<file path="config.mk">
export PLATFORM = sky130hd
export DESIGN_NAME = json_row_chunk_splitter
export DESIGN_NICKNAME = d
export VERILOG_FILES = /design/src/rtl/core/jrcs_pkg.sv /design/src/rtl/core/jrcs_cfg.sv /design/src/rtl/core/jrcs_scan.sv /design/src/rtl/core/json_row_chunk_splitter.sv
export SDC_FILE = /design/constraint.sdc
export NUM_CORES = 1
export LEC_CHECK = 0
export BUFFER_PORTS_ARGS = -buffer_cell sky130_fd_sc_hd__buf_2
export CORE_ASPECT_RATIO = 0.6
export CORE_MARGIN = 3
export CORE_UTILIZATION = 50
export CTS_BUF_LIST = sky130_fd_sc_hd__clkbuf_2
export DETAILED_ROUTE_END_ITERATION = 8
export PLACE_DENSITY_LB_ADDON = 0.2
export SETUP_SLACK_MARGIN = 0.15
export SLEW_MARGIN = 25
export SYNTH_ARGS = -nofsm -noshare
export SYNTH_HDL_FRONTEND = slang
export SYNTH_SLANG_ARGS = --single-unit
</file>
<file path="constraint.sdc">
create_clock -name clk -period 7.5 [get_ports clk]
set_input_delay 1.125 -clock clk [delete_from_list [all_inputs] [get_ports clk]]
set_output_delay 1.125 -clock clk [all_outputs]
set_load 0.02 [all_outputs]
</file>
<file path="src/rtl/core/jrcs_pkg.sv">
// shared types, character codes and register indexes for the json row chunk splitter
package jrcs_pkg;

    localparam int CFG_IDX_W  = 2;
    localparam int CFG_DATA_W = 28;
    localparam int ROWS_MIN_W = 16;
    localparam int COUNT_W    = 32;

    localparam logic [CFG_IDX_W-1:0] REG_ARRAY_MODE      = 2'd0;
    localparam logic [CFG_IDX_W-1:0] REG_MIN_CHUNK_BYTES = 2'd1;
    localparam logic [CFG_IDX_W-1:0] REG_MIN_CHUNK_ROWS  = 2'd2;

    localparam logic [CFG_DATA_W-1:0] MIN_BYTES_RST = 28'd10485760;
    localparam logic [ROWS_MIN_W-1:0] MIN_ROWS_RST  = 16'd1;

    localparam logic [7:0] CH_LBRACE  = 8'h7B;
    localparam logic [7:0] CH_RBRACE  = 8'h7D;
    localparam logic [7:0] CH_LBRACK  = 8'h5B;
    localparam logic [7:0] CH_RBRACK  = 8'h5D;
    localparam logic [7:0] CH_BSLASH  = 8'h5C;
    localparam logic [7:0] CH_QUOTE   = 8'h22;
    localparam logic [7:0] CH_SPACE   = 8'h20;
    localparam logic [7:0] CH_TAB     = 8'h09;
    localparam logic [7:0] CH_LF      = 8'h0A;
    localparam logic [7:0] CH_CR      = 8'h0D;
    localparam logic [7:0] CH_FF      = 8'h0C;
    localparam logic [7:0] CH_VT      = 8'h0B;

    typedef struct packed {
        logic                  array_mode;
        logic [CFG_DATA_W-1:0] min_bytes;
        logic [ROWS_MIN_W-1:0] row_target;
        logic                  bytes_nz;
    } cfg_t;

    typedef struct packed {
        logic [7:0]         byte_out;
        logic               byte_kept;
        logic               chunk_end;
        logic [COUNT_W-1:0] rows_in_chunk;
        logic               oversize_error;
        logic               underflow_error;
    } res_t;

    function automatic logic is_space(input logic [7:0] c);
        return (c == CH_SPACE) || (c == CH_TAB) || (c == CH_LF) ||
               (c == CH_CR) || (c == CH_FF) || (c == CH_VT);
    endfunction

endpackage

</file>
<file path="src/rtl/core/jrcs_cfg.sv">
// configuration registers and the precomputed oversize limit
module jrcs_cfg #(
    parameter int OVERSIZE_FACTOR = 10,
    parameter int LIMIT_W         = 32
) (
    input  logic                               clk,
    input  logic                               rst_n,
    input  logic                               cfg_we,
    input  logic [jrcs_pkg::CFG_IDX_W-1:0]     cfg_index,
    input  logic [jrcs_pkg::CFG_DATA_W-1:0]    cfg_wdata,
    output jrcs_pkg::cfg_t                     cfg,
    output logic [LIMIT_W-1:0]                 limit
);
    import jrcs_pkg::*;

    localparam logic [LIMIT_W-1:0] FACTOR    = LIMIT_W'(OVERSIZE_FACTOR);
    localparam logic [LIMIT_W-1:0] LIMIT_RST = LIMIT_W'(MIN_BYTES_RST) * FACTOR;

    cfg_t               cfg_reg;
    cfg_t               cfg_next;
    logic [LIMIT_W-1:0] limit_reg;
    logic [LIMIT_W-1:0] limit_next;

    always_comb
    begin
        cfg_next   = cfg_reg;
        limit_next = limit_reg;
        if (cfg_we)
        begin
            case (cfg_index)
                REG_ARRAY_MODE:
                begin
                    cfg_next.array_mode = cfg_wdata[0];
                end
                REG_MIN_CHUNK_BYTES:
                begin
                    cfg_next.min_bytes = cfg_wdata;
                    cfg_next.bytes_nz  = (cfg_wdata != '0);
                    // x FACTOR; user writes only when block idle, unchecked
                    limit_next         = LIMIT_W'(cfg_wdata) * FACTOR;
                end
                REG_MIN_CHUNK_ROWS:
                begin
                    cfg_next.row_target = cfg_wdata[ROWS_MIN_W-1:0];
                end
                default:
                begin
                    cfg_next = cfg_reg;
                end
            endcase
        end
    end

    always_ff @(posedge clk or negedge rst_n)
    begin
        if (!rst_n)
        begin
            cfg_reg.array_mode <= 1'b0;
            cfg_reg.min_bytes  <= MIN_BYTES_RST;
            cfg_reg.row_target <= MIN_ROWS_RST;
            cfg_reg.bytes_nz   <= 1'b1;
            limit_reg          <= LIMIT_RST;
        end
        else
        begin
            cfg_reg   <= cfg_next;
            limit_reg <= limit_next;
        end
    end

    assign cfg   = cfg_reg;
    assign limit = limit_reg;

endmodule

</file>
<file path="src/rtl/core/jrcs_scan.sv">
// scanner state (depth, string, escape, counts) and the per-word result logic
module jrcs_scan #(
    parameter int LIMIT_W = 32
) (
    input  logic                 clk,
    input  logic                 rst_n,
    input  logic                 step,
    input  logic [7:0]           data_byte,
    input  logic                 stream_end,
    input  jrcs_pkg::cfg_t       cfg,
    input  logic [LIMIT_W-1:0]   limit,
    output jrcs_pkg::res_t       res
);
    import jrcs_pkg::*;

    localparam int CMP_W = (LIMIT_W > COUNT_W) ? LIMIT_W : COUNT_W;

    logic [COUNT_W-1:0] depth_reg;
    logic [COUNT_W-1:0] depth_next;
    logic               in_str_reg;
    logic               in_str_next;
    logic               esc_reg;
    logic               esc_next;
    logic [COUNT_W-1:0] bytes_reg;
    logic [COUNT_W-1:0] bytes_next;
    logic [COUNT_W-1:0] rows_reg;
    logic [COUNT_W-1:0] rows_next;
    logic               start_reg;
    logic               start_next;

    logic [7:0] open_ch;
    logic [7:0] close_ch;
    logic       skip;
    logic       row_done;
    logic       underflow;
    logic       chunk_end;
    logic       oversize;

    assign open_ch  = cfg.array_mode ? CH_LBRACK : CH_LBRACE;
    assign close_ch = cfg.array_mode ? CH_RBRACK : CH_RBRACE;
    assign skip     = start_reg && is_space(data_byte);

    always_comb
    begin
        depth_next  = depth_reg;
        in_str_next = in_str_reg;
        esc_next    = esc_reg;
        bytes_next  = bytes_reg;
        rows_next   = rows_reg;
        start_next  = start_reg;
        row_done    = 1'b0;
        underflow   = 1'b0;
        if (!skip)
        begin
            start_next = 1'b0;
            if (bytes_reg != '1)
            begin
                bytes_next = bytes_reg + COUNT_W'(1);
            end
            if (esc_reg)
            begin
                esc_next = 1'b0;
            end
            else if (data_byte == CH_BSLASH)
            begin
                esc_next = 1'b1;
            end
            else if (in_str_reg)
            begin
                if (data_byte == CH_QUOTE)
                begin
                    in_str_next = 1'b0;
                end
            end
            else if (data_byte == CH_QUOTE)
            begin
                in_str_next = 1'b1;
            end
            else if (data_byte == open_ch)
            begin
                if (depth_reg != '1)
                begin
                    depth_next = depth_reg + COUNT_W'(1);
                end
            end
            else if (data_byte == close_ch)
            begin
                if (depth_reg == '0)
                begin
                    underflow = 1'b1;
                end
                else
                begin
                    depth_next = depth_reg - COUNT_W'(1);
                    // closing bracket of a top-level row
                    if (depth_reg == COUNT_W'(1))
                    begin
                        row_done = 1'b1;
                        if (rows_reg != '1)
                        begin
                            rows_next = rows_reg + COUNT_W'(1);
                        end
                    end
                end
            end
        end
        oversize  = cfg.bytes_nz && (CMP_W'(bytes_next) > CMP_W'(limit));
        chunk_end = stream_end ||
                    (row_done && (bytes_next >= COUNT_W'(cfg.min_bytes)) &&
                     (rows_next >= COUNT_W'(cfg.row_target)));
    end

    always_comb
    begin
        res.byte_out        = data_byte;
        res.byte_kept       = !skip;
        res.chunk_end       = chunk_end;
        res.rows_in_chunk   = rows_next;
        res.oversize_error  = oversize;
        res.underflow_error = underflow;
    end

    always_ff @(posedge clk or negedge rst_n)
    begin
        if (!rst_n)
        begin
            depth_reg  <= '0;
            in_str_reg <= 1'b0;
            esc_reg    <= 1'b0;
            bytes_reg  <= '0;
            rows_reg   <= '0;
            start_reg  <= 1'b1;
        end
        else if (step)
        begin
            if (chunk_end)
            begin
                depth_reg  <= '0;
                in_str_reg <= 1'b0;
                esc_reg    <= 1'b0;
                bytes_reg  <= '0;
                rows_reg   <= '0;
                start_reg  <= 1'b1;
            end
            else
            begin
                depth_reg  <= depth_next;
                in_str_reg <= in_str_next;
                esc_reg    <= esc_next;
                bytes_reg  <= bytes_next;
                rows_reg   <= rows_next;
                start_reg  <= start_next;
            end
        end
    end

endmodule

</file>
<file path="src/rtl/core/json_row_chunk_splitter.sv">
// top level: input register, scanner, result register and configuration port
//
//  channel | signals                                      | moves
//  --------+----------------------------------------------+---------------------------
//  in      | in_valid/in_ready, data_byte, stream_end     | one stream byte per word
//  out     | out_valid/out_ready, byte_out .. underflow   | one result word per byte
//  cfg     | cfg_we, cfg_index, cfg_wdata                 | register write, no wait
//
// one word per cycle sustained while out_ready is high; an accepted word passes the
// input register, then scanner logic into the result register, which sets out_valid
// the scanner state (depth, counts, flags) is updated from its own registers for each word
// reset clears all valid bits and the scanner state; config returns to defaults
// a stalled output holds its word while one more word waits in the input register
module json_row_chunk_splitter #(
    parameter int OVERSIZE_FACTOR = 10
) (
    input  logic                            clk,
    input  logic                            rst_n,
    input  logic                            in_valid,
    output logic                            in_ready,
    input  logic [7:0]                      data_byte,
    input  logic                            stream_end,
    output logic                            out_valid,
    input  logic                            out_ready,
    output logic [7:0]                      byte_out,
    output logic                            byte_kept,
    output logic                            chunk_end,
    output logic [jrcs_pkg::COUNT_W-1:0]    rows_in_chunk,
    output logic                            oversize_error,
    output logic                            underflow_error,
    input  logic                            cfg_we,
    input  logic [jrcs_pkg::CFG_IDX_W-1:0]  cfg_index,
    input  logic [jrcs_pkg::CFG_DATA_W-1:0] cfg_wdata
);
    import jrcs_pkg::*;

    localparam int LIMIT_W = CFG_DATA_W + $clog2(OVERSIZE_FACTOR + 1);

    cfg_t               cfg;
    logic [LIMIT_W-1:0] limit;
    res_t               res;

    logic       inq_valid_reg;
    logic       inq_valid_next;
    logic [7:0] inq_byte_reg;
    logic       inq_last_reg;
    logic       out_valid_reg;
    logic       out_valid_next;
    res_t       out_reg;
    logic       advance;

    assign advance  = inq_valid_reg && (!out_valid_reg || out_ready);
    assign in_ready = !inq_valid_reg || advance;

    jrcs_cfg #(
        .OVERSIZE_FACTOR (OVERSIZE_FACTOR),
        .LIMIT_W         (LIMIT_W)
    ) u_cfg (
        .clk       (clk),
        .rst_n     (rst_n),
        .cfg_we    (cfg_we),
        .cfg_index (cfg_index),
        .cfg_wdata (cfg_wdata),
        .cfg       (cfg),
        .limit     (limit)
    );

    jrcs_scan #(
        .LIMIT_W (LIMIT_W)
    ) u_scan (
        .clk        (clk),
        .rst_n      (rst_n),
        .step       (advance),
        .data_byte  (inq_byte_reg),
        .stream_end (inq_last_reg),
        .cfg        (cfg),
        .limit      (limit),
        .res        (res)
    );

    always_comb
    begin
        inq_valid_next = inq_valid_reg;
        if (in_valid && in_ready)
        begin
            inq_valid_next = 1'b1;
        end
        else if (advance)
        begin
            inq_valid_next = 1'b0;
        end
        out_valid_next = out_valid_reg;
        if (advance)
        begin
            out_valid_next = 1'b1;
        end
        else if (out_ready)
        begin
            out_valid_next = 1'b0;
        end
    end

    always_ff @(posedge clk or negedge rst_n)
    begin
        if (!rst_n)
        begin
            inq_valid_reg <= 1'b0;
            out_valid_reg <= 1'b0;
        end
        else
        begin
            inq_valid_reg <= inq_valid_next;
            out_valid_reg <= out_valid_next;
        end
    end

    always_ff @(posedge clk)
    begin
        if (in_valid && in_ready)
        begin
            inq_byte_reg <= data_byte;
            inq_last_reg <= stream_end;
        end
        if (advance)
        begin
            out_reg <= res;
        end
    end

    assign out_valid       = out_valid_reg;
    assign byte_out        = out_reg.byte_out;
    assign byte_kept       = out_reg.byte_kept;
    assign chunk_end       = out_reg.chunk_end;
    assign rows_in_chunk   = out_reg.rows_in_chunk;
    assign oversize_error  = out_reg.oversize_error;
    assign underflow_error = out_reg.underflow_error;

endmodule

</file>
# ---- Yosys cells after proc, flatten, opt, wreduce, memory -nomap -nowiden
# Index checks and enable logic that the tools add are counted.
dict set report classes {
  add_sub_neg 4
  n_mul 1
  order_cmp 3
  n_eq_ne 23
  mux 53
  bitwise 1
  n_reduce_logical 30
}
# op n
set ops {}
lappend ops {{$mux 32} 24}
lappend ops {{$add 32x1->32 const B} 3}
lappend ops {{$ne 32x32->1 const B} 3}
lappend ops {{$eq 8x4->1 const B} 5}
lappend ops {{$eq 32x1->1 const B} 1}
lappend ops {{$ge 32x16->1} 1}
lappend ops {{$ge 32x28->1} 1}
lappend ops {{$gt 32x32->1} 1}
lappend ops {{$logic_not 32->1} 1}
lappend ops {{$sub 32x1->32 const B} 1}
lappend ops {{$mul 28x3->31 const B} 1}
lappend ops {{$reduce_bool 28->1} 1}
lappend ops {{$mux 1} 27}
lappend ops {{$eq 8x6->1 const B} 2}
lappend ops {{$eq 8x8->1} 2}
lappend ops {{$mux 6} 2}
lappend ops {{$reduce_and 9->1} 1}
lappend ops {{$eq 8x7->1 const B} 1}
lappend ops {{$logic_or 1x1->1} 8}
lappend ops {{$reduce_and 2->1} 4}
lappend ops {{$reduce_or 7->1} 1}
lappend ops {{$logic_and 1x1->1} 6}
lappend ops {{$ne 2x2->1 const B} 3}
lappend ops {{$ne 2x1->1 const B} 2}
lappend ops {{other kinds (10)} 13}
dict set report totals {
  register_bits 231
  inputBits 44
  wordCells 136
}

# ---- Depth between registers and ports, before layout
# Gate-level depths: netlist of run 1.
dict set report logic_depth {
  ltp_word 16
  mapped_depth 25
  ltp_nobuf 22
}

# ---- Cells and area by module
# From an unflattened synthesis of run 1, not the netlist that was laid out.
dict set report hier_totals {
  hier_cells 1741
  hier_area_um2 15544.9
}
# module instances cells_per_inst area_each_um2 seq_area_each_um2
set by_module_without_submodules {}
lappend by_module_without_submodules {jrcs_scan 1 1174 9175.0 2478.6}
lappend by_module_without_submodules {jrcs_cfg 1 506 4674.5 1885.6}
lappend by_module_without_submodules {json_row_chunk_splitter 1 61 1695.4 1641.6}

# ---- Worst setup path before layout of run 1
# No wires, ideal clock.
dict set report synth_path {
  path_type {register to register}
  startpoint {register u_scan.depth_reg[17]}
  endpoint {register out_reg (netlist bit chunk_end), data pin}
  setup_ns 0.261
  arrival_ns 4.477
  required_ns 7.239
  setup_slack_ns 2.762
  stages_incl_launch_ff 24
  synth_period_minus_slack_ns 4.738
  cell_sequence {dfrtp_1 buf_2 or3_4 nand2b_1 nor4_4 nand2_1 a31o_2 nor2_1 nand2_1 nor2_1 xor2_1 ha_1 a21oi_1 nand2_1 a211o_1 o2111ai_1 a21oi_1 a2111oi_2 nand4_1 nand2_2 inv_2 buf_6 buf_6 buf_6}
}
# item line_no
set synth_rtl {}
lappend synth_rtl {{start, declared} jrcs_scan.sv:18} ;# logic [COUNT_W-1:0] depth_reg;
lappend synth_rtl {{start signal, assigned} jrcs_scan.sv:147} ;# depth_reg <= depth_next;
lappend synth_rtl {{end signal, assigned} json_row_chunk_splitter.sv:126} ;# out_reg <= res;
lappend synth_rtl {{end, declared} json_row_chunk_splitter.sv:49} ;# res_t out_reg;

==> flow_metrics.py, run 1 <==
metrics = {
    "status": {
        "status": "completed",
    },
    "global_routing": {
        "grt_max_degree": 87,
        "grt_pass1_wl_mm": 63.96,
        "antenna_found_initial": 2,
        "grt_usage_pct": 24.86,
        "grt_pass1_vias": 11630,
        "grt.overflow.total": 0,
    },
    "yosys": {
        "synthArstFlopShare_pct": 76.86,
        "yosys_warnings": 0,
        "synth_edf_count": 53,
        "yosys_register_bits": 229,
        "synth_area_per_cell_um2": 9.480,
        "ys_seq_area_share_pct": 40.61,
        "synth_common_cells": "dfrtp_1 (168), nand2_1 (152), ha_1 (133)",
        "synth_cell_types": 79,
        "ys_top_cells_by_area": "dfrtp_1 (28%), ha_1 (11%), edfxtp_1 (11%)",
        "syn-cell-area_um2": 14790,
        "syn_inst": 1560,
        "yosysMostFrequentCell": "dfrtp_1",
        "synth_flop_cell": "dfrtp_1",
        "synthesis.nets": 1738,
        "yosys.area.top_type": "dfrtp_1",
        "netlist.area_leader.share_pct": 28.43,
    },
    "detailed_routing": {
        "via_count": 12100,
        "drt_iter0_drc": 1027,
        "wl_met3_mm": 3.269,
        "drt-total-wl_mm": 39.37,
        "highest_layer": "met4",
        "wl_met2_mm": 15.35,
        "wl_met1_mm": 20.36,
        "ant_nets": 0,
        "drc_errors": 0,
        "via_per_inst": 5.766,
        "drt_pass1_iterations": 7,
        "avgRoutedWirePerCell_um": 18.76,
    },
    "sta": {
        "post-route-period-util_pct": 90.14,
        "final-setup-viol-count": 0,
        "slew_violations": 0,
        "final.min_clock_period_ns": 6.761,
        "final.setup_skew_ns": 0.04137,
        "hold_viol_final": 0,
        "slew_headroom_pct": 30.86,
        "fin_setup_tns_ns": 0,
        "rsz0062_at_grt": "false",
        "timing.hold.ws_ns": 0.1551,
        "worst_pin_slew_ns": 1.028,
        "fmax_ghz": 0.1479,
    },
    "floorplan": {
        "start_util_pct": 51.09,
        "die_area_um2": 31750,
        "die_x_um": 228.0,
        "ioPinCount": 90,
        "core_area_um2": 28950,
        "fp-row-count": 48,
        "die_y_um": 139.2,
    },
    "pwr": {
        "power_leakage_uw": 0.007431,
        "p_per_area_nw_per_um2": 224.2,
        "ir_drop_uv": 141.2,
    },
    "critical_path": {
        "regToRegSetupSlack_ns": 0.74,
        "critPathKind": "register to register",
        "crit_path_max_fanout": 35,
        "rr_startpoint": "inq_byte_reg[7]",
        "required_ns": 8.30,
        "r2r-end": "u_scan.bytes_reg[31]",
        "cp-start-kind": "register",
        "critPathArrivalTime_ns": 7.56,
        "cp-end-kind": "register",
        "r2r_cells": 22,
    },
    "hold_path": {
        "hold_path_class": "input port to async pin",
    },
    "final_layout": {
        "regArea_um2": 6006,
        "syn_to_final_growth_pct": 8.511,
        "multiInputGateArea_um2": 8123,
        "fill_cells": 2640,
        "finalNetCount": 1830,
        "drive_gt1_share_pct": 16.57,
        "largest_register_ffs": 46,
    },
    "clock_tree": {
        "clk_pin_slew_worst_paths_ns": 0.14,
        "cts_max_level": 2,
        "cts_tree": "built",
        "cts_setup_buffers": 0,
        "cts_sinks": 229,
        "ctsLongestPathBuffers": 3,
        "insertion_delay_ns": 0.90,
        "cts_resized": 0,
        "cts_buffers": 55,
        "clockRootBuffer": "clkbuf_2",
        "hold_buffers": 0,
    },
    "placed_design": {
        "place.port_buffers": 89,
        "dpl.hpwl_mm": 28.74,
        "routabilityCongestion": 0.9333,
    },
    "job": {
        "cap_viol_max_count": 0,
    },
}
## kinds of logic (layout without fill, tap and decap cells)
| family | after synthesis | count (layout) | share of synthesized area [%] |
|---|---|---|---|
| simple gates | 554 | 554 | 18.80 |
| flops | 229 | 229 | 40.61 |
| xor+xnor | 116 | 116 | 6.870 |
| mux | 52 | 52 | 3.926 |
| buf+inv | 166 | 302 | 4.509 |
| compound gates | 309 | 309 | 13.90 |
| other cells | 0 | 2 | 0 |
| fa+ha+maj | 134 | 134 | 11.39 |
## stage by stage
step                      worst slack (ns)  area, um^2  total power (uW)  std cells  util, %
after CTS                           0.8557       16040              3615       2096    55.42
after floorplan                      2.762       14790              2462       1560        -
after global placement               1.066       15550              2728       1995    53.71
final                               0.7394       16050              3598       2098    55.44
after global routing                0.2511       16050              3874       2098    55.44
after detailed placement            0.9602       15550              2762       1995    53.71
## power by group
part	internal [uW]	switching, uW
clock	310	532
sequential	1470	201
combinational	447	634
## metal layers
metal	up-vias	global-route usage, %
li1	5801	-
met1	5814	40.26
met2	440	33.47
met3	43	5.851
met4	0	4.446
met5	-	0
## final cells by class
class	instances	share of cell area, %
inverter	100	2.355
multi-input combinational	1165	50.62
tap	400	3.119
antenna	2	0.03119
timing repair buffer	101	3.376
clock inverter	12	0.3041
sequential	229	37.42
clock buffer	89	2.776
## placed cells by master (no fill, tap or decap), drive strengths merged, types with 6 or more instances in the layout
cell     instances
a211oi          10
a21o            22
a21oi           65
a22o            22
a31oi           13
and2            12
and3            21
and4             7
buf            101
clkbuf          89
clkinv          10
dfrtp          168
dfstp            8
edfxtp          53
ha             133
inv            101
mux2            48
nand2          153
nand2b          18
nand3           48
nand4           39
nor2           119
nor2b           14
nor3            45
nor3b            7
nor4            33
o21a             6
o21ai          103
o21bai           8
o2bb2ai         12
o31ai           13
or3             18
xnor2           68
xor2            48
## critical path, stage by stage (launching register included)
cell	delay, ns
edfxtp_1	0.45
nand4b_1	0.29
nor4_1	0.82
and4b_1	0.39
nand2_1	0.15
a31o_2	0.31
nor2_1	0.22
nand2_1	0.22
nor2_1	0.20
xor2_1	0.29
ha_1	0.31
a21oi_1	0.19
nand2_1	0.07
a211o_1	0.27
o2111ai_1	0.18
a21oi_1	0.20
a2111oi_2	0.41
nand4_1	0.28
nand2_2	0.36
inv_2	0.28
buf_4	0.36
o21ai_0	0.26
a22o_1	0.16
## how the worst max path moves through the flow
stage | startpoint | endpoint | cells past startpoint
after global placement | inq_byte_reg[7] | u_scan.bytes_reg[8] | 22
after floorplan | u_scan.depth_reg[17] | chunk_end | 23
final | inq_byte_reg[7] | u_scan.bytes_reg[31] | 22
after detailed placement | inq_byte_reg[7] | u_scan.rows_reg[9] | 22
after global routing | inq_byte_reg[7] | u_scan.rows_reg[28] | 22
after CTS | inq_byte_reg[7] | u_scan.rows_reg[28] | 22
No activity file was read; power rests on OpenSTA's default activity.
==> run 2: changes to the inputs <==
PLACE_DENSITY = 0.68   (was default)
PLACE_DENSITY_LB_ADDON = default   (was 0.2)
==> flow_metrics.py, run 2 (synthesis results as in run 1) <==
metrics = {
    "status": {
        "status": "completed",
    },
    "sta": {
        "hold_viol_final": 0,
        "worst_pin_slew_ns": 1.158,
        "slew_headroom_pct": 22.06,
        "fin_setup_tns_ns": 0,
        "post-route-period-util_pct": 91.32,
        "final-setup-viol-count": 0,
        "final.setup_skew_ns": 0.09763,
        "slew_violations": 0,
        "final.min_clock_period_ns": 6.849,
        "fmax_ghz": 0.1460,
        "rsz0062_at_grt": "false",
    },
    "clock_tree": {
        "cts_resized": 0,
        "clockRootBuffer": "clkbuf_2",
        "cts_tree": "built",
        "cts_sinks": 229,
        "cts_buffers": 55,
        "cts_max_level": 2,
        "insertion_delay_ns": 0.93,
        "hold_buffers": 0,
        "clk_pin_slew_worst_paths_ns": 0.12,
        "ctsLongestPathBuffers": 3,
        "cts_setup_buffers": 0,
    },
    "critical_path": {
        "cp-end-kind": "register",
        "crit_chain": "nand4b_1, nor4_1, and4b_1, nand2_1, a31o_2, nor2_1, nand2_1, nor2_1, xor2_1, ha_1, a21oi_1, nand2_1, a211o_1, o2111ai_1, a21oi_1, a2111oi_2, nand4_1, nand2_2, inv_2, nor2_2, buf_4, a22o_1",
        "regToRegSetupSlack_ns": 0.65,
        "critPathKind": "register to register",
        "critPathArrivalTime_ns": 7.65,
        "cp-start-kind": "register",
        "critPathMaxStageDelay_ns": 0.77,
        "critPathSlowestCell": "nor4_1",
        "r2r-end": "u_scan.rows_reg[28]",
        "required_ns": 8.30,
        "rr_startpoint": "inq_byte_reg[7]",
        "r2r_cells": 22,
        "path_common_cell": "nand2_1",
        "crit_path_max_fanout": 22,
    },
    "detailed_routing": {
        "drt-total-wl_mm": 39.04,
        "avgRoutedWirePerCell_um": 18.60,
        "via_count": 12060,
        "drt_iter0_drc": 1182,
        "drc_errors": 0,
        "ant_nets": 0,
        "via_per_inst": 5.745,
        "drt_pass1_iterations": 6,
    },
    "final_layout": {
        "layout_commonest_cell": "dfrtp_1",
        "final_cell_mix": "dfrtp_1 (168), nand2_1 (151), ha_1 (133), nor2_1 (118), inv_1 (98)",
        "syn_to_final_growth_pct": 8.570,
        "fill_cells": 2690,
        "finalNetCount": 1829,
        "largest_register_ffs": 46,
        "drive_gt1_share_pct": 16.20,
    },
    "floorplan": {
        "fp-row-count": 48,
        "ioPinCount": 90,
        "die_y_um": 139.2,
        "core_area_um2": 28950,
        "die_x_um": 228.0,
        "start_util_pct": 51.09,
        "die_area_um2": 31750,
    },
    "pwr": {
        "p_per_area_nw_per_um2": 223.6,
        "power_leakage_uw": 0.007420,
        "ir_drop_uv": 104.6,
        "total_power_uw": 3590,
    },
    "global_routing": {
        "grt_max_degree": 87,
        "grt_usage_pct": 24.62,
        "grt_pass1_wl_mm": 63.38,
        "grt_pass1_vias": 11560,
        "antenna_found_initial": 1,
        "grt.overflow.total": 0,
    },
    "placed_design": {
        "routabilityCongestion": 0.9040,
        "dpl.hpwl_mm": 28.31,
        "place.port_buffers": 89,
    },
    "job": {
        "cap_viol_max_count": 0,
    },
    "hold_path": {
        "hold_path_class": "input port to async pin",
    },
}
[run 2: changes by cell type in the layout (fill, tap and decap cells not counted), sizes merged]
| cell | delta |
|---|---|
| clkinv | +12 |
| inv | +2 |
| diode | -1 |
| buf | -1 |
| clkinvlp | -1 |
| clkbuf | -10 |
[run 2: layout make-up]
type | instances | area [um^2] | share of cell area [%]
Timing Repair Buffer | 100 | 538.0 | 3.351
Tap cell | 400 | 500.5 | 3.117
Sequential cell | 229 | 6006 | 37.40
Multi-Input combinational cell | 1165 | 8129 | 50.63
Antenna cell | 1 | 2.502 | 0.01558
Clock buffer | 79 | 395.4 | 2.462
Clock inverter | 25 | 107.6 | 0.6701
Inverter | 100 | 377.9 | 2.353
[run 2: worst max path at each step]
stage / endpoint / startpoint / slack [ns]
4_1_cts: u_scan.rows_reg[28] / inq_byte_reg[7] / 0.77
5_1_grt: u_scan.rows_reg[27] / inq_byte_reg[7] / 0.28
3_5_place_dp: u_scan.rows_reg[11] / inq_byte_reg[7] / 0.90
3_3_place_gp: u_scan.rows_reg[14] / inq_byte_reg[7] / 0.91
6_report: u_scan.rows_reg[28] / inq_byte_reg[7] / 0.65
2_1_floorplan: chunk_end / u_scan.depth_reg[17] / 2.76
[run 2: where the power goes]
| group | total [uW] | leakage, uW | internal, uW | switching, uW |
|---|---|---|---|---|
| Clock | 840 | 0.000383 | 293 | 547 |
| Combinational | 1080 | 0.00425 | 446 | 629 |
| Sequential | 1670 | 0.00279 | 1470 | 202 |
| Total | 3590 | 0.00742 | 2210 | 1380 |
[run 2: layer usage]
layer	share of wire (%)	GRT usage, %	wire, um	vias to the layer above
li1	-	-	-	5802
met1	51	39.71	19980	5767
met2	39	32.72	15180	423
met3	8.2	6.097	3214	67
met4	1.7	5.242	659	0
met5	0	0	0	-
[run 2: worst max-delay path, delay by kind of cell, from the launching register on]
family	cells	cell delay [ns]
AOI/OAI and AO/OA	7	1.71
and+or+nand+nor	11	3.62
DFF	1	0.45
adders and majority gates	1	0.20
xor gates and xnor gates	1	0.14
buffers and inverters	2	0.62
[run 2: through the flow]
stage          hold slack, ns  area [um^2]  setup WS (ns)  utilization [%]  instances
2_1_floorplan          0.4485        14790          2.762                -       1560
3_3_place_gp           0.4663        15540         0.9134            53.69       1994
3_5_place_dp           0.4736        15540         0.8971            53.69       1994
4_1_cts                0.1108        16040         0.7726            55.42       2098
5_1_grt                0.1437        16060         0.2823            55.47       2099
6_report               0.1907        16060         0.6513            55.47       2099
==> run 3: changes to the inputs <==
CORE_MARGIN = default   (was 3)
==> flow_metrics.py, run 3 (synthesis results as in run 1) <==
metrics = {
    "sta": {
        "slew_headroom_pct": 30.03,
        "worst_pin_slew_ns": 1.040,
        "final.setup_skew_ns": 0.08789,
        "hold_viol_final": 0,
        "slew_violations": 0,
        "post-route-period-util_pct": 90.44,
        "fin_setup_tns_ns": 0,
        "final-setup-viol-count": 0,
        "final.min_clock_period_ns": 6.783,
        "fmax_ghz": 0.1474,
        "rsz0062_at_grt": "false",
    },
    "clock_tree": {
        "hold_buffers": 0,
        "clk_pin_slew_worst_paths_ns": 0.12,
        "cts_setup_buffers": 0,
        "insertion_delay_ns": 0.95,
        "clockRootBuffer": "clkbuf_2",
        "cts_resized": 0,
        "ctsLongestPathBuffers": 3,
        "cts_tree": "built",
        "cts_buffers": 56,
        "cts_sinks": 229,
        "cts_max_level": 2,
    },
    "global_routing": {
        "grt.overflow.total": 0,
        "grt_usage_pct": 25.91,
        "antenna_found_initial": 2,
        "grt_pass1_wl_mm": 61.59,
        "grt_max_degree": 105,
        "grt_pass1_vias": 11300,
    },
    "critical_path": {
        "critPathArrivalTime_ns": 7.59,
        "required_ns": 8.31,
        "critPathMaxStageDelay_ns": 0.91,
        "cp-start-kind": "register",
        "path_common_cell": "nand2_1",
        "cp.buffers_inverters": 2,
        "crit_chain": "nand4b_1, nor4_1, and4b_1, nand2_1, a31o_2, nor2_1, nand2_1, nor2_1, xor2_1, ha_1, a21oi_1, nand2_1, a211o_1, o2111ai_1, a21oi_1, a2111oi_2, nand4_1, nand2_2, inv_2, nor2_2, buf_4, a22o_1",
        "r2r_cells": 22,
        "critPathSlowestCell": "nor4_1",
        "crit_path_max_fanout": 14,
        "critPathKind": "register to register",
        "crit_family": "simple AND/OR/NAND/NOR gates",
        "rr_startpoint": "inq_byte_reg[7]",
        "r2r-end": "u_scan.rows_reg[27]",
        "cp-end-kind": "register",
        "regToRegSetupSlack_ns": 0.72,
    },
    "detailed_routing": {
        "via_per_inst": 5.774,
        "via_count": 12110,
        "drc_errors": 0,
        "drt_pass1_iterations": 5,
        "avgRoutedWirePerCell_um": 18.31,
        "drt_iter0_drc": 1051,
        "ant_nets": 0,
        "drt-total-wl_mm": 38.41,
    },
    "floorplan": {
        "die_x_um": 224.0,
        "die_y_um": 135.2,
        "ioPinCount": 90,
        "start_util_pct": 51.20,
        "core_area_um2": 28890,
        "fp-row-count": 48,
        "die_area_um2": 30290,
    },
    "pwr": {
        "power_leakage_uw": 0.007440,
        "p_per_area_nw_per_um2": 226.6,
        "total_power_uw": 3645,
        "ir_drop_uv": 123.3,
    },
    "final_layout": {
        "drive_gt1_share_pct": 16.56,
        "final_cell_mix": "dfrtp_1 (168), nand2_1 (151), ha_1 (133), nor2_1 (118), inv_1 (98)",
        "syn_to_final_growth_pct": 8.748,
        "finalNetCount": 1828,
        "largest_register_ffs": 46,
        "layout_commonest_cell": "dfrtp_1",
    },
    "placed_design": {
        "place.port_buffers": 89,
        "routabilityCongestion": 0.9310,
        "dpl.hpwl_mm": 27.70,
    },
    "status": {
        "status": "completed",
    },
    "hold_path": {
        "hold_path_class": "input port to async pin",
    },
    "job": {
        "cap_viol_max_count": 0,
    },
}
[run 3: cell count changes in the layout (fill, tap and decap cells not counted), sizes merged]
cell / change
buf: -3
clkinv: -5
bufinv: +1
inv: -3
clkbuf: +8
clkinvlp: +1
[run 3: worst register-to-register path, stage by stage (launching register included)]
cell and delay, ns:
edfxtp_1 0.45, nand4b_1 0.27, nor4_1 0.91, and4b_1 0.41
nand2_1 0.14, a31o_2 0.29, nor2_1 0.25, nand2_1 0.23
nor2_1 0.20, xor2_1 0.26, ha_1 0.29, a21oi_1 0.17
nand2_1 0.07, a211o_1 0.28, o2111ai_1 0.19, a21oi_1 0.22
a2111oi_2 0.40, nand4_1 0.27, nand2_2 0.37, inv_2 0.08
nor2_2 0.40, buf_4 0.33, a22o_1 0.18
[run 3: cell type report]
class	instances	area, um^2
fill	2658	12800
multi-input combinational	1165	8129
sequential	229	6006
timing repair buffer	98	525.5
tap	400	500.5
clock buffer	86	430.4
inverter	100	377.9
clock inverter	19	111.4
antenna	1	2.502
[run 3: worst max path at each step]
| stage | from | to | depth (start not counted) |
|---|---|---|---|
| 5_1_grt | inq_byte_reg[7] | u_scan.rows_reg[19] | 22 |
| 3_5_place_dp | inq_byte_reg[7] | u_scan.rows_reg[25] | 22 |
| 4_1_cts | inq_byte_reg[7] | u_scan.rows_reg[25] | 22 |
| 6_report | inq_byte_reg[7] | u_scan.rows_reg[27] | 22 |
| 2_1_floorplan | u_scan.depth_reg[17] | chunk_end | 23 |
| 3_3_place_gp | inq_byte_reg[7] | u_scan.bytes_reg[22] | 22 |
[run 3: layer usage]
layer | up-vias | GRT usage [%] | share of wire (%)
met5 | - | 0 | 0
li1 | 5806 | - | -
met1 | 5830 | 41.84 | 52
met2 | 412 | 34.14 | 39
met3 | 66 | 5.552 | 7.9
met4 | 0 | 6.545 | 1.7
[run 3: stage by stage]
step | instances | setup WS, ns | cell area (um^2) | util, % | hold WS, ns
2_1_floorplan | 1560 | 2.762 | 14790 | - | 0.4485
3_3_place_gp | 1992 | 1.090 | 15530 | 53.75 | 0.4689
3_5_place_dp | 1992 | 0.9899 | 15530 | 53.75 | 0.4718
4_1_cts | 2097 | 0.8884 | 16070 | 55.62 | 0.2751
5_1_grt | 2098 | 0.4565 | 16080 | 55.67 | 0.2869
6_report | 2098 | 0.7172 | 16080 | 55.67 | 0.3007
[run 3: power breakdown]
part | leakage [uW] | internal, uW | switching, uW
Clock | 0.000410 | 344 | 555
Combinational | 0.00424 | 446 | 629
Sequential | 0.00279 | 1470 | 198
Total | 0.00744 | 2260 | 1380
